File: config.mk
export PLATFORM = sky130hd
export DESIGN_NAME = cbt_queue
export DESIGN_NICKNAME = d
export VERILOG_FILES = /design/src/hw/rtl/cbt_pkg.sv /design/src/hw/rtl/cbt_queue.sv
export SDC_FILE = /design/constraint.sdc
export NUM_CORES = 1
export LEC_CHECK = 0
export CORE_MARGIN = 2
export CORE_UTILIZATION = 50
export CTS_CLUSTER_DIAMETER = 80
export DETAILED_ROUTE_END_ITERATION = 12
export DONT_BUFFER_PORTS = 1
export HOLD_SLACK_MARGIN = 0.15
export PLACE_DENSITY = 0.78
export SLEW_MARGIN = 10
export SYNTH_ARGS = -nofsm -noshare
export SYNTH_HDL_FRONTEND = slang
export SYNTH_SLANG_ARGS = --single-unit
File: constraint.sdc
create_clock -name i_clk -period 1.5 [get_ports i_clk]
set_clock_uncertainty 0.1 [all_clocks]
set_input_delay 0.3 -clock i_clk [delete_from_list [all_inputs] [get_ports i_clk]]
set_output_delay 0.3 -clock i_clk [all_outputs]
set_load 0.02 [all_outputs]
File: src/hw/rtl/cbt_pkg.sv
package cbt_pkg;

    localparam int COORD_WIDTH_DEF = 16;
    localparam int T_FRAC_BITS_DEF = 16;

    // segment count register
    localparam int SEG_W = 6;
    localparam logic [SEG_W-1:0] SEG_RESET = 6'd20;

    // jobs held between the front and the back end
    localparam int Q_DEPTH = 2;

    // packed job: 4 points x 3 axes, segment count, t step quotient, t step remainder
    function automatic int f_job_w(input int coord_w, input int t_frac);
        return 12 * coord_w + 2 * SEG_W + t_frac + 1;
    endfunction

endpackage

File: src/hw/rtl/cbt_queue.sv
module cbt_queue import cbt_pkg::*; #(
    parameter int WIDTH = 8
) (
    input  logic             i_clk,
    input  logic             i_rst_n,
    input  logic             i_push_valid,
    output logic             o_push_ready,
    input  logic [WIDTH-1:0] i_push_data,
    output logic             o_pop_valid,
    input  logic             i_pop_ready,
    output logic [WIDTH-1:0] o_pop_data
);

    localparam int PTR_W = $clog2(Q_DEPTH);
    localparam int CNT_W = $clog2(Q_DEPTH + 1);

    logic [WIDTH-1:0] r_slot [0:Q_DEPTH-1];
    logic [PTR_W-1:0] r_wr_ptr;
    logic [PTR_W-1:0] r_rd_ptr;
    logic [CNT_W-1:0] r_count;
    logic             push;
    logic             pop;

    assign o_push_ready = (r_count != CNT_W'(Q_DEPTH));
    assign o_pop_valid  = (r_count != '0);
    assign o_pop_data   = r_slot[r_rd_ptr];
    assign push         = i_push_valid && o_push_ready;
    assign pop          = o_pop_valid && i_pop_ready;

    always_ff @(posedge i_clk) begin
        if (push) begin
            r_slot[r_wr_ptr] <= i_push_data;
        end
    end

    always_ff @(posedge i_clk) begin
        if (!i_rst_n) begin
            r_wr_ptr <= '0;
            r_rd_ptr <= '0;
            r_count  <= '0;
        end else begin
            if (push) begin
                r_wr_ptr <= (r_wr_ptr == PTR_W'(Q_DEPTH - 1)) ? '0 : r_wr_ptr + PTR_W'(1);
            end
            if (pop) begin
                r_rd_ptr <= (r_rd_ptr == PTR_W'(Q_DEPTH - 1)) ? '0 : r_rd_ptr + PTR_W'(1);
            end
            if (push && !pop) begin
                r_count <= r_count + CNT_W'(1);
            end else if (pop && !push) begin
                r_count <= r_count - CNT_W'(1);
            end
        end
    end

endmodule

==> metrics.md <==
| Metric | Value |
|---|---|
| Cell Pwr Density | `1680 mW/mm^2` |
| I/O pins | `22` |
| Number of buffers and inverters on the critical path | `0` |
| Fin. Hold Viols | `0` |
| Hold Startpoint | `i_push_valid` |
| Post-DP HPWL | `764 um` |
| Most frequent cells after synthesis | `16 x edfxtp_1, 8 x mux2_2, 5 x dfxtp_1` |
| Crit Path Max Fanout | `4` |
| Unique masters post-synth | `17` |
| Async SR Flop Fraction | `0%` |
| Worst stage delay on the critical path | `0.37 ns` |
| Placed cells | `70` |
| RSZ-0062 raised after global routing | `yes` |
| Initial Util | `53.7%` |
| Largest area contributor in the netlist | `edfxtp_1` |
| Reg2Reg Setup Slack | `-0.03 ns` |
| Post-Layout Cell Count | `83` |
| # fillers | `109` |
| Root buffer selected by CTS | `clkbuf_4` |
| CTS H-tree lvls | `1` |
| Fmax | `0.655 GHz` |
| Synth top area share | `59.4%` |
| Hold EP | `r_wr_ptr` |
| Critical path, cell by cell | `nand2b_4 > and2_4 > ha_4 > xor2_2 > or3_1 > a21oi_1` |
| Core ar. | `0.00151 mm^2` |
| Post-Syn Area per Cell | `16.2 um^2` |
| Clock Latency Late Sink | `0.29 ns` |
| Number of synthesized flops with an enable pin | `16` |
| Least-Margin Pin Slew | `0.313 ns` |
| CTS Sinks | `21` |
| Final setup violation count | `6` |
| Layout cells sized above 1 | `43.3%` |
| CTS Buffer Depth | `2` |
| Period utilization | `102%` |
| Hold Crit Class | `in2reg` |
| WHS Path Cells | `2` |
| Setup CP Type | `reg2reg` |
| Global route overflow | `0` |
| Post-route ant nets | `0` |
| # DRC | `0` |
| Post-synthesis sequential area ratio | `71.7%` |
| Synth warn | `0` |
| Vias in the first global route | `458` |
| Initial antenna violation count | `0` |
| Setup TNS | `-0.0652 ns` |
| Ant. Diodes | `0` |
| Clock period minus worst slack | `1.53 ns` |
| Final core occ | `69.9%` |
| Slew HR | `79.1%` |
| Gr usage total | `13.7%` |
| Final Hold Slack | `0.0957 ns` |
| Wire per inst | `13.6 um` |
| Max Cap Viol | `0` |
| Ys flop type | `edfxtp_1` |
| CP delay by family, top | `simple AND/OR/NAND/NOR gates` |
| Placer Congestion | `0.666` |
| R2R cell count | `6` |
| Largest net degree at the start of global routing | `13` |
| Syn Nets | `63` |
| Die Y | `44.2 um` |
| Syn-to-layout area delta | `30.0%` |
| Leak | `0.407 nW` |
| RR Startpoint | `r_count[0]` |
| Synth Instances | `50` |
| Nets@finish | `81` |
| Req. time, crit path | `1.63 ns` |
| Critical path capture point type | `flop` |
| TritonCTS clock tree | `built` |
| DR vias | `429` |
| Hold_buf cts | `8` |
| Flops & latches, synth | `21` |
| Die W | `44.2 um` |
| CP startpoint kind | `flop` |
| Final worst setup slack | `-0.0272 ns` |
| CTS clk-pin slew, worst paths | `0.11 ns` |
| Drt initial violations | `1` |
| Max-slew violations | `0` |
| Violated checks | `negative setup slack` |
| Die area | `0.00196 mm^2` |
| Floorplan row count | `14` |
| Routed Wire Length | `1.13 mm` |
| CP arrival | `1.65 ns` |
| Most common cell in the synthesized netlist | `edfxtp_1` |
| Vias per cell | `5.17` |
| Initial DRT Pass Iterations | `4` |
| Slowest CP cell | `dfxtp_4` |
| RR Endpoint | `r_count[1]` |
| Outcome | `finished, violations left` |
| IR Drop Worst-Case VDD | `0.937 mV` |
| Synth top area cells | `edfxtp_1 59%, dfxtp_1 12%, mux2_2 11%` |
| Cell area after synthesis | `810 um^2` |
| TritonCTS buffer count | `3` |
| First-pass GRT wire length | `1.90 mm` |
| Buffers on Ports | `0` |
-- cell usage in the layout (no fill, tap or decap), drive strengths merged --
cell and instances:
edfxtp 16, a21oi 2, mux2 8, and2 1, ha 1, dfxtp 5, clkinv 1, dlygate4sd3 8
or2 1, nand3b 1, inv 2, nor2 3, clkbuf 3, a21bo 1, or3 1, xor2 3
nand2b 1, buf 6, and3 1, o21ai 2
-- flip-flops by register name, indices dropped and copies added (netlist names), named ones only --
register and count:
r_slot 16, r_count 2, r_rd_ptr 1, r_wr_ptr 1
-- kinds of logic after synthesis --
group                    count (synthesis)  share of synthesized area, %
XOR/XNOR                                 3                          3.25
adder cells (fa/ha/maj)                  1                          1.55
AND/OR/NAND/NOR                          9                          7.11
AO/OA/AOI/OAI                            5                          3.71
multiplexers                             8                          11.1
flip-flops                              21                          71.7
buffers and inverters                    3                          1.55
-- worst max path at each step --
stage / slack, ns / cells after the start / endpoint / start
6_report: -0.03 / 6 / r_count[1] / r_count[0]
5_1_grt: -0.09 / 6 / r_count[1] / r_count[0]
2_1_floorplan: 0.003 / 6 / r_count[1] / r_count[0]
4_1_cts: -0.04 / 6 / r_count[1] / r_count[0]
3_5_place_dp: -0.05 / 4 / r_count[1] / r_count[1]
3_3_place_gp: 0.03 / 4 / r_count[1] / r_count[1]
-- report_power, final --
group          internal (W)  switching (W)
registers          0.000750      0.0000563
clock network     0.0000991       0.000160
logic              0.000357       0.000343
-- stage by stage --
stage | power (W) | area [um^2] | setup WS (ns)
CTS | 0.00174 | 1030 | -0.0422
detailed placement | 0.00138 | 878 | -0.0509
global placement | 0.00136 | 878 | 0.0285
global route | 0.00186 | 1050 | -0.0925
finish | 0.00177 | 1050 | -0.0272
floorplan | 0.00125 | 826 | 0.00274
-- repair_timing --
action	in CTS	in global routing
hold endpoints to repair	21	5
endpoints found under the setup margin	9	26
gates resized for setup	13	4
gates cloned	0	0
buffers inserted	0	1
-- area by class of cell --
cell class / count / area, um^2 / area share (%)
Clock buffer: 3 / 22.5 / 2.14
Inverter: 2 / 7.51 / 0.713
Multi-Input combinational cell: 26 / 274 / 26.0
Clock inverter: 1 / 5.00 / 0.476
Tap cell: 16 / 20.0 / 1.90
Timing Repair Buffer: 14 / 136 / 13.0
Sequential cell: 21 / 587 / 55.8
-- metal layers --
layer	wire (um)	GRT usage, %
met1	459	16.7
met2	592	23.2
met3	74	4.90
met4	0	3.64
met5	0	0
(Power assumes the default switching activity.)
