--- src/hw/rtl/cbt_pkg.sv ---
package cbt_pkg;

    localparam int COORD_WIDTH_DEF = 16;
    localparam int T_FRAC_BITS_DEF = 16;

    // segment count register
    localparam int SEG_W = 6;
    localparam logic [SEG_W-1:0] SEG_RESET = 6'd20;

    // jobs held between the front and the back end
    localparam int Q_DEPTH = 2;

    // packed job: 4 points x 3 axes, segment count, t step quotient, t step remainder
    function automatic int f_job_w(input int coord_w, input int t_frac);
        return 12 * coord_w + 2 * SEG_W + t_frac + 1;
    endfunction

endpackage

--- src/hw/rtl/cbt_if.sv ---
interface cbt_ctl_if import cbt_pkg::*; #(
    parameter int COORD_WIDTH = COORD_WIDTH_DEF
);
    logic                          valid;
    logic                          ready;
    logic signed [COORD_WIDTH-1:0] p0_x;
    logic signed [COORD_WIDTH-1:0] p0_y;
    logic signed [COORD_WIDTH-1:0] p0_z;
    logic signed [COORD_WIDTH-1:0] p1_x;
    logic signed [COORD_WIDTH-1:0] p1_y;
    logic signed [COORD_WIDTH-1:0] p1_z;
    logic signed [COORD_WIDTH-1:0] p2_x;
    logic signed [COORD_WIDTH-1:0] p2_y;
    logic signed [COORD_WIDTH-1:0] p2_z;
    logic signed [COORD_WIDTH-1:0] p3_x;
    logic signed [COORD_WIDTH-1:0] p3_y;
    logic signed [COORD_WIDTH-1:0] p3_z;

    modport source (
        output valid, p0_x, p0_y, p0_z, p1_x, p1_y, p1_z,
               p2_x, p2_y, p2_z, p3_x, p3_y, p3_z,
        input  ready
    );
    modport sink (
        input  valid, p0_x, p0_y, p0_z, p1_x, p1_y, p1_z,
               p2_x, p2_y, p2_z, p3_x, p3_y, p3_z,
        output ready
    );
endinterface


--- src/hw/rtl/cbt_front.sv ---
module cbt_front import cbt_pkg::*; #(
    parameter int COORD_WIDTH = COORD_WIDTH_DEF,
    parameter int T_FRAC_BITS = T_FRAC_BITS_DEF
) (
    input  logic                                          i_clk,
    input  logic                                          i_rst_n,
    input  logic                                          i_cfg_we,
    input  logic [SEG_W-1:0]                              i_cfg_data,
    cbt_ctl_if.sink                                       i_ctl,
    output logic                                          o_job_valid,
    input  logic                                          i_job_ready,
    output logic [f_job_w(COORD_WIDTH, T_FRAC_BITS)-1:0]  o_job
);

    localparam int C     = COORD_WIDTH;
    localparam int T     = T_FRAC_BITS;
    localparam int CNT_W = $clog2(T + 1);

    localparam logic [1:0] ST_IDLE = 2'd0;
    localparam logic [1:0] ST_DIV  = 2'd1;
    localparam logic [1:0] ST_PUSH = 2'd2;

    typedef struct packed {
        logic [3:0][2:0][C-1:0] ctl;
        logic [SEG_W-1:0]       segs;
        logic [T:0]             q_step;
        logic [SEG_W-1:0]       r_step;
    } t_job;

    logic [1:0]             r_state;
    logic [SEG_W-1:0]       r_segments;
    logic [SEG_W-1:0]       r_segs_eff;
    logic [3:0][2:0][C-1:0] r_ctl;
    logic [CNT_W-1:0]       r_bit;
    logic [SEG_W-1:0]       r_rem;
    logic [T:0]             r_quo;

    logic [SEG_W:0]         n_shift;
    logic                   n_ge;
    logic [SEG_W-1:0]       n_rem;
    t_job                   job_out;

    assign i_ctl.ready = (r_state == ST_IDLE);
    assign o_job_valid = (r_state == ST_PUSH);

    always_ff @(posedge i_clk) begin
        if (!i_rst_n) begin
            r_segments <= SEG_RESET;
        end else if (i_cfg_we) begin
            r_segments <= i_cfg_data;
        end
    end

    // restoring division of 2^T by the segment count, one quotient bit a cycle
    always_comb begin
        n_shift = {r_rem, (r_bit == CNT_W'(T))};
        n_ge    = (n_shift >= {1'b0, r_segs_eff});
        n_rem   = n_ge ? SEG_W'(n_shift - {1'b0, r_segs_eff}) : n_shift[SEG_W-1:0];
    end

    always_ff @(posedge i_clk) begin
        if (!i_rst_n) begin
            r_state <= ST_IDLE;
        end else begin
            unique case (r_state)
                ST_IDLE: begin
                    if (i_ctl.valid) begin
                        r_state <= ST_DIV;
                    end
                end
                ST_DIV: begin
                    if (r_bit == '0) begin
                        r_state <= ST_PUSH;
                    end
                end
                ST_PUSH: begin
                    if (i_job_ready) begin
                        r_state <= ST_IDLE;
                    end
                end
                default: r_state <= ST_IDLE;
            endcase
        end
    end

    always_ff @(posedge i_clk) begin
        if (r_state == ST_IDLE && i_ctl.valid) begin
            r_ctl[0][0] <= i_ctl.p0_x;
            r_ctl[0][1] <= i_ctl.p0_y;
            r_ctl[0][2] <= i_ctl.p0_z;
            r_ctl[1][0] <= i_ctl.p1_x;
            r_ctl[1][1] <= i_ctl.p1_y;
            r_ctl[1][2] <= i_ctl.p1_z;
            r_ctl[2][0] <= i_ctl.p2_x;
            r_ctl[2][1] <= i_ctl.p2_y;
            r_ctl[2][2] <= i_ctl.p2_z;
            r_ctl[3][0] <= i_ctl.p3_x;
            r_ctl[3][1] <= i_ctl.p3_y;
            r_ctl[3][2] <= i_ctl.p3_z;
            // zero segments behaves as one
            r_segs_eff  <= (r_segments == '0) ? SEG_W'(1) : r_segments;
            r_bit       <= CNT_W'(T);
            r_rem       <= '0;
            r_quo       <= '0;
        end else if (r_state == ST_DIV) begin
            r_rem <= n_rem;
            r_quo <= {r_quo[T-1:0], n_ge};
            r_bit <= r_bit - CNT_W'(1);
        end
    end

    always_comb begin
        job_out.ctl    = r_ctl;
        job_out.segs   = r_segs_eff;
        job_out.q_step = r_quo;
        job_out.r_step = r_rem;
    end

    assign o_job = job_out;

`ifndef SYNTH
    a_rem_below_divisor: assert property (@(posedge i_clk) disable iff (!i_rst_n)
        (r_state == ST_DIV) |-> (r_rem < r_segs_eff))
        else $error("partial remainder not below segment count");

    a_segs_nonzero: assert property (@(posedge i_clk) disable iff (!i_rst_n)
        (r_state == ST_PUSH) |-> (r_segs_eff != '0))
        else $error("job carries zero segments");
`endif

endmodule

--- src/flat_wrapper.sv ---
// flat-port wrapper written by rule: the top's interface ports become plain ports
module cbt_front_flat import cbt_pkg::*;
#(
    parameter int COORD_WIDTH = COORD_WIDTH_DEF,
    parameter int T_FRAC_BITS = T_FRAC_BITS_DEF
)
  (i_clk, i_rst_n, i_cfg_we, i_cfg_data, o_job_valid, i_job_ready, o_job, i_ctl_valid, i_ctl_p0_x, i_ctl_p0_y, i_ctl_p0_z, i_ctl_p1_x, i_ctl_p1_y, i_ctl_p1_z, i_ctl_p2_x, i_ctl_p2_y, i_ctl_p2_z, i_ctl_p3_x, i_ctl_p3_y, i_ctl_p3_z, i_ctl_ready);
  cbt_ctl_if #(.COORD_WIDTH(COORD_WIDTH)) i_ctl_i ();
  input  logic i_clk;
  input  logic i_rst_n;
  input  logic i_cfg_we;
  input  logic [SEG_W-1:0] i_cfg_data;
  output logic o_job_valid;
  input  logic i_job_ready;
  output logic [f_job_w(COORD_WIDTH, T_FRAC_BITS)-1:0] o_job;
  input wire logic [$bits(i_ctl_i.valid)-1:0] i_ctl_valid;
  input wire logic [$bits(i_ctl_i.p0_x)-1:0] i_ctl_p0_x;
  input wire logic [$bits(i_ctl_i.p0_y)-1:0] i_ctl_p0_y;
  input wire logic [$bits(i_ctl_i.p0_z)-1:0] i_ctl_p0_z;
  input wire logic [$bits(i_ctl_i.p1_x)-1:0] i_ctl_p1_x;
  input wire logic [$bits(i_ctl_i.p1_y)-1:0] i_ctl_p1_y;
  input wire logic [$bits(i_ctl_i.p1_z)-1:0] i_ctl_p1_z;
  input wire logic [$bits(i_ctl_i.p2_x)-1:0] i_ctl_p2_x;
  input wire logic [$bits(i_ctl_i.p2_y)-1:0] i_ctl_p2_y;
  input wire logic [$bits(i_ctl_i.p2_z)-1:0] i_ctl_p2_z;
  input wire logic [$bits(i_ctl_i.p3_x)-1:0] i_ctl_p3_x;
  input wire logic [$bits(i_ctl_i.p3_y)-1:0] i_ctl_p3_y;
  input wire logic [$bits(i_ctl_i.p3_z)-1:0] i_ctl_p3_z;
  output wire logic [$bits(i_ctl_i.ready)-1:0] i_ctl_ready;
  assign i_ctl_i.valid = i_ctl_valid;
  assign i_ctl_i.p0_x = i_ctl_p0_x;
  assign i_ctl_i.p0_y = i_ctl_p0_y;
  assign i_ctl_i.p0_z = i_ctl_p0_z;
  assign i_ctl_i.p1_x = i_ctl_p1_x;
  assign i_ctl_i.p1_y = i_ctl_p1_y;
  assign i_ctl_i.p1_z = i_ctl_p1_z;
  assign i_ctl_i.p2_x = i_ctl_p2_x;
  assign i_ctl_i.p2_y = i_ctl_p2_y;
  assign i_ctl_i.p2_z = i_ctl_p2_z;
  assign i_ctl_i.p3_x = i_ctl_p3_x;
  assign i_ctl_i.p3_y = i_ctl_p3_y;
  assign i_ctl_i.p3_z = i_ctl_p3_z;
  assign i_ctl_ready = i_ctl_i.ready;
  cbt_front #(.COORD_WIDTH(COORD_WIDTH), .T_FRAC_BITS(T_FRAC_BITS)) u_core (.i_clk(i_clk), .i_rst_n(i_rst_n), .i_cfg_we(i_cfg_we), .i_cfg_data(i_cfg_data), .i_ctl(i_ctl_i), .o_job_valid(o_job_valid), .i_job_ready(i_job_ready), .o_job(o_job));
endmodule
--- config.mk ---
export PLATFORM = sky130hd
export DESIGN_NAME = cbt_front_flat
export DESIGN_NICKNAME = d
export VERILOG_FILES = /design/src/hw/rtl/cbt_pkg.sv /design/src/hw/rtl/cbt_if.sv /design/src/hw/rtl/cbt_front.sv /design/src/flat_wrapper.sv
export SDC_FILE = /design/constraint.sdc
export NUM_CORES = 1
export LEC_CHECK = 0
export ABC_CLOCK_PERIOD_IN_PS = 7900
export BUFFER_PORTS_ARGS = -buffer_cell sky130_fd_sc_hd__buf_2
export CAP_MARGIN = 10
export CORE_AREA = 5 5 162 164
export CTS_CLUSTER_DIAMETER = 200
export CTS_CLUSTER_SIZE = 14
export DETAILED_ROUTE_END_ITERATION = 16
export DIE_AREA = 0 0 167 169
export GPL_TIMING_DRIVEN = 0
export HOLD_SLACK_MARGIN = 0.08
export MAX_ROUTING_LAYER = met4
export REMOVE_ABC_BUFFERS = 1
export SLEW_MARGIN = 15
export SYNTH_ARGS = -nofsm -noshare
export SYNTH_HDL_FRONTEND = slang
export SYNTH_SLANG_ARGS = --single-unit
--- constraint.sdc ---
create_clock -name i_clk -period 7.9 [get_ports i_clk]
set_input_delay 1.185 -clock i_clk [delete_from_list [all_inputs] [get_ports i_clk]]
set_output_delay 1.185 -clock i_clk [all_outputs]
set_load 0.005 [all_outputs]
==> impl_metrics.prom <==
# TYPE chip_impl_metric gauge
chip_impl_metric{name="synth-warning-count",unit=""} 0
chip_impl_info{name="synth_ff_type",value="sky130_fd_sc_hd__edfxtp_1"} 1
chip_impl_metric{name="initialDrtViolationCount",unit=""} 281
chip_impl_metric{name="grt_start_max_net_pins",unit=""} 95
chip_impl_info{name="hold_path.class",value="reg2reg"} 1
chip_impl_metric{name="vias_per_cell",unit=""} 4.23
chip_impl_metric{name="grt-ovfl-total",unit=""} 0
chip_impl_metric{name="number_of_enable_type_register_cells_in_the_synthesized_netlist",unit=""} 198
chip_impl_metric{name="rows",unit=""} 58
chip_impl_metric{name="final.min_clock_period",unit="ns"} 2.41
chip_impl_metric{name="first_global_vias",unit=""} 5002
chip_impl_metric{name="clk_transition_reported_paths",unit="ns"} 0.07
chip_impl_metric{name="placed_cells_incl_taps",unit=""} 1149
chip_impl_metric{name="insertedDiodeCount",unit=""} 0
chip_impl_metric{name="critical-path-max-stage-delay",unit="ns"} 0.45
chip_impl_metric{name="worst_slack",unit="ns"} 5.49
chip_impl_info{name="synth_most_common_cell",value="sky130_fd_sc_hd__edfxtp_1"} 1
chip_impl_metric{name="synthArstFlopShare",unit=""} 0
chip_impl_info{name="status",value="complete, no violations"} 1
chip_impl_metric{name="final_cell_count_no_fill",unit=""} 1185
chip_impl_metric{name="cts_resized",unit=""} 0
chip_impl_metric{name="cp_data_required_time",unit="ns"} 6.71
chip_impl_metric{name="gp_congestion",unit=""} 0.789
chip_impl_metric{name="coreArea",unit="um2"} 24700
chip_impl_metric{name="n_fill_cell",unit=""} 2267
chip_impl_metric{name="synth-seq-cells",unit=""} 234
chip_impl_metric{name="setup_viol_count_final",unit=""} 0
chip_impl_metric{name="rr_worst_depth",unit=""} 10
chip_impl_metric{name="yosysTopAreaCellShare",unit=""} 0.775
chip_impl_metric{name="gr-usage-all-layers",unit=""} 0.137
chip_impl_metric{name="clock_insertion_delay_worst_skew",unit="ns"} 0.50
chip_impl_metric{name="finish.net_count",unit=""} 1054
chip_impl_metric{name="post-cts-setup-buffer-count",unit=""} 0
chip_impl_metric{name="remaining_drc_errors",unit=""} 0
chip_impl_metric{name="grt_first_pass_wirelength",unit="mm"} 29.6
chip_impl_info{name="worstSetupStartpointType",value="flop"} 1
chip_impl_metric{name="number_of_iterations_in_the_first_detailed_routing_pass",unit=""} 5
chip_impl_metric{name="r2r_setup_slack",unit="ns"} 5.56
chip_impl_metric{name="power.clock.fraction",unit=""} 0.324
chip_impl_info{name="synth_area_leaders",value="sky130_fd_sc_hd__edfxtp_1, sky130_fd_sc_hd__dfxtp_1, sky130_fd_sc_hd__nand2_1"} 1
chip_impl_metric{name="total_power",unit="W"} 0.00290
chip_impl_info{name="reg2reg_from",value="u_core.r_bit[0]$_SDFFE_PP0N_"} 1
chip_impl_info{name="grt_setup_unrepaired",value="no"} 1
chip_impl_metric{name="share_of_layout_cells_above_drive_strength_1",unit=""} 0.536
chip_impl_metric{name="cts.sink_count",unit=""} 234
chip_impl_metric{name="power.share.switching",unit=""} 0.242
chip_impl_metric{name="detailroute.via_count",unit=""} 5018
chip_impl_info{name="clk_root_buffer_cell",value="sky130_fd_sc_hd__clkbuf_16"} 1
chip_impl_metric{name="wl",unit="mm"} 20.3
chip_impl_info{name="critPathCaptureType",value="output pin"} 1
chip_impl_metric{name="switching_power",unit="W"} 0.000702
chip_impl_info{name="timing.hold.worst.start",value="u_core.r_quo[5]$_SDFFE_PP0N_"} 1
chip_impl_metric{name="comb_power_share",unit=""} 0.152
chip_impl_metric{name="synthCells",unit=""} 405
chip_impl_metric{name="whs_path_depth",unit=""} 2
chip_impl_info{name="critPathSlowestCell",value="sky130_fd_sc_hd__dfxtp_1"} 1
chip_impl_metric{name="htree_num_levels",unit=""} 1
chip_impl_metric{name="final_hold_viol_count",unit=""} 0
chip_impl_metric{name="io_buffer_count",unit=""} 425
chip_impl_metric{name="critPathMaxFanout",unit=""} 6
chip_impl_metric{name="routedWlPerCell",unit="um"} 17.1
chip_impl_info{name="critical_path_class",value="reg2out"} 1
chip_impl_metric{name="cts_made_buffers",unit=""} 20
chip_impl_metric{name="worst_slew_margin_rel",unit=""} 0.293
chip_impl_metric{name="maxClockFrequency",unit="MHz"} 414
chip_impl_metric{name="maxCapViolCount",unit=""} 0
chip_impl_metric{name="clock-skew-final",unit="ns"} 0.0238
chip_impl_metric{name="post_dp_cell_area",unit="um2"} 10200
chip_impl_metric{name="timing.final.crit_share",unit=""} 0.306
chip_impl_metric{name="die_width",unit="um"} 167
chip_impl_info{name="min_delay_worst_endpoint",value="u_core.r_quo[6]$_SDFFE_PP0N_"} 1
chip_impl_metric{name="start_util",unit=""} 0.310
chip_impl_metric{name="die-area",unit="um2"} 28200
chip_impl_info{name="yosys-top-cells-count",value="sky130_fd_sc_hd__edfxtp_1, sky130_fd_sc_hd__nand2_1, sky130_fd_sc_hd__dfxtp_1, sky130_fd_sc_hd__a21oi_1, sky130_fd_sc_hd__nor2_1"} 1
chip_impl_metric{name="crit_arrival",unit="ns"} 1.23
chip_impl_metric{name="top_level_ports",unit=""} 426
chip_impl_metric{name="synth.lib_cells_used.distinct",unit=""} 43
chip_impl_info{name="critical_path.reg2reg.endpoint",value="u_core.r_rem[4]$_SDFFE_PP0N_"} 1
chip_impl_metric{name="final_design_area_no_fill",unit="um2"} 10900
chip_impl_metric{name="preCtsSetupSlack",unit="ns"} 5.15
chip_impl_metric{name="area_growth",unit="%"} 41.4
chip_impl_metric{name="cellPowerDensity",unit="nW/um2"} 267
chip_impl_metric{name="antenna_violating_nets_post_route",unit=""} 0
chip_impl_info{name="synth.largest_area_cell",value="sky130_fd_sc_hd__edfxtp_1"} 1
chip_impl_metric{name="cts_buffer_depth",unit=""} 3
chip_impl_metric{name="antenna_found_initial",unit=""} 0
chip_impl_metric{name="die_height",unit="um"} 169
chip_impl_metric{name="synth.cell_area",unit="um2"} 7670
chip_impl_metric{name="cellLeakagePower",unit="nW"} 4.61
chip_impl_metric{name="hold_buf_cts",unit=""} 0
chip_impl_metric{name="yosysSeqAreaShare",unit=""} 0.869
chip_impl_metric{name="syn_area_per_cell",unit="um2"} 18.9
chip_impl_metric{name="tightestPinTransition",unit="ns"} 1.06
chip_impl_info{name="cts_tree",value="yes"} 1
chip_impl_metric{name="p_int",unit="W"} 0.00220
chip_impl_info{name="crit_chain",value="nor2b_1 -> buf_2"} 1
chip_impl_metric{name="report.final.slew_viol_count",unit=""} 0
chip_impl_metric{name="power.sequential.fraction",unit=""} 0.525
chip_impl_metric{name="irDropWorstVdd",unit="mV"} 0.158
chip_impl_metric{name="place_hpwl",unit="mm"} 15.4
==> worst max-delay path, delay by kind of cell, from the launching register on <==
family | cells | cell delay, ns
buffers and inverters | 1 | 0.12
DFF | 1 | 0.45
and+or+nand+nor | 1 | 0.16
==> layout make-up <==
class	count	area [um2]	share of cell area
multi-input combinational	146	920	0.0848
tap	330	413	0.0381
clock buffer	35	578	0.0533
sequential	234	6670	0.614
clock inverter	1	30.0	0.00277
timing repair buffer	428	2200	0.202
inverter	11	46.3	0.00427
==> sequential cells by signal, summed over array words and instances (netlist names) <==
| name | cells |
|---|---|
| u_core.r_segments | 6 |
| u_core.r_segs_eff | 6 |
| u_core.r_rem | 6 |
| u_core.r_state | 2 |
| u_core.r_bit | 5 |
| u_core.o_job | 192 |
| u_core.r_quo | 17 |
==> power groups by stage <==
| stage | logic [W] | clock network (W) | registers [W] |
|---|---|---|---|
| 2_1_floorplan | 0.000213 | 0 | 0.00158 |
| 3_3_place_gp | 0.000432 | 0 | 0.00158 |
| 3_5_place_dp | 0.000448 | 0 | 0.00155 |
| 4_1_cts | 0.000449 | 0.000979 | 0.00152 |
| 5_1_grt | 0.000492 | 0.00104 | 0.00153 |
| 6_report | 0.000440 | 0.000939 | 0.00152 |
==> through the flow <==
| stage | TNS, ns | hold slack, ns | util |
|---|---|---|---|
| 2_1_floorplan | 0 | 0.421 | - |
| 3_3_place_gp | -391.63 | 0.443 | 0.411 |
| 3_5_place_dp | 0 | 0.448 | 0.414 |
| 4_1_cts | 0 | 0.460 | 0.438 |
| 5_1_grt | 0 | 0.479 | 0.438 |
| 6_report | 0 | 0.451 | 0.438 |
==> worst max path at each step <==
stage | slack (ns) | cells after the start | to | from
after global placement | -1.87 | 3 | u_core.o_job[78]$_DFFE_PP_ | i_ctl_valid
final | 5.49 | 2 | o_job_valid | u_core.r_state[1]$_SDFFE_PN0P_
after floorplan | 0.86 | 2 | u_core.o_job[100]$_DFFE_PP_ | i_ctl_valid
after global routing | 5.32 | 10 | u_core.r_rem[4]$_SDFFE_PP0N_ | u_core.r_bit[0]$_SDFFE_PP0N_
after CTS | 5.45 | 2 | o_job_valid | u_core.r_state[1]$_SDFFE_PN0P_
after detailed placement | 5.15 | 4 | u_core.o_job[104]$_DFFE_PP_ | i_ctl_valid
==> per-layer routing <==
| layer | share of wire | wire, um | GRT usage |
|---|---|---|---|
| met1 | 0.39 | 7960 | 0.164 |
| met2 | 0.51 | 10300 | 0.233 |
| met3 | 0.078 | 1590 | 0.0362 |
| met4 | 0.021 | 429 | 0.0356 |
| met5 | 0 | 0 | - |
==> cell families after synthesis <==
| logic type | share of synthesized area |
|---|---|
| xor+xnor | 0.00685 |
| buf+inv | 0.0124 |
| compound gates | 0.0303 |
| mux | 0.0147 |
| simple gates | 0.0497 |
| flops | 0.869 |
| fa+ha+maj | 0.0173 |
==> cell usage in the layout (no fill, tap or decap), types with 2 or more instances in the layout <==
| master | count |
|---|---|
| sky130_fd_sc_hd__nand2_1 | 39 |
| sky130_fd_sc_hd__buf_16 | 2 |
| sky130_fd_sc_hd__a31oi_1 | 2 |
| sky130_fd_sc_hd__ha_1 | 9 |
| sky130_fd_sc_hd__a21oi_1 | 20 |
| sky130_fd_sc_hd__dfxtp_1 | 36 |
| sky130_fd_sc_hd__o21ai_0 | 2 |
| sky130_fd_sc_hd__or4_1 | 2 |
| sky130_fd_sc_hd__nor2b_1 | 5 |
| sky130_fd_sc_hd__buf_2 | 425 |
| sky130_fd_sc_hd__inv_1 | 10 |
| sky130_fd_sc_hd__xor2_1 | 3 |
| sky130_fd_sc_hd__mux2i_1 | 9 |
| sky130_fd_sc_hd__edfxtp_1 | 198 |
| sky130_fd_sc_hd__clkbuf_1 | 14 |
| sky130_fd_sc_hd__xnor2_1 | 3 |
| sky130_fd_sc_hd__clkbuf_16 | 21 |
| sky130_fd_sc_hd__mux2_2 | 2 |
| sky130_fd_sc_hd__nor4_1 | 2 |
| sky130_fd_sc_hd__nor2_1 | 14 |
| sky130_fd_sc_hd__a211oi_1 | 4 |
| sky130_fd_sc_hd__o21bai_1 | 2 |
| sky130_fd_sc_hd__nand3_1 | 6 |
Power figures use the tool's default switching activity.
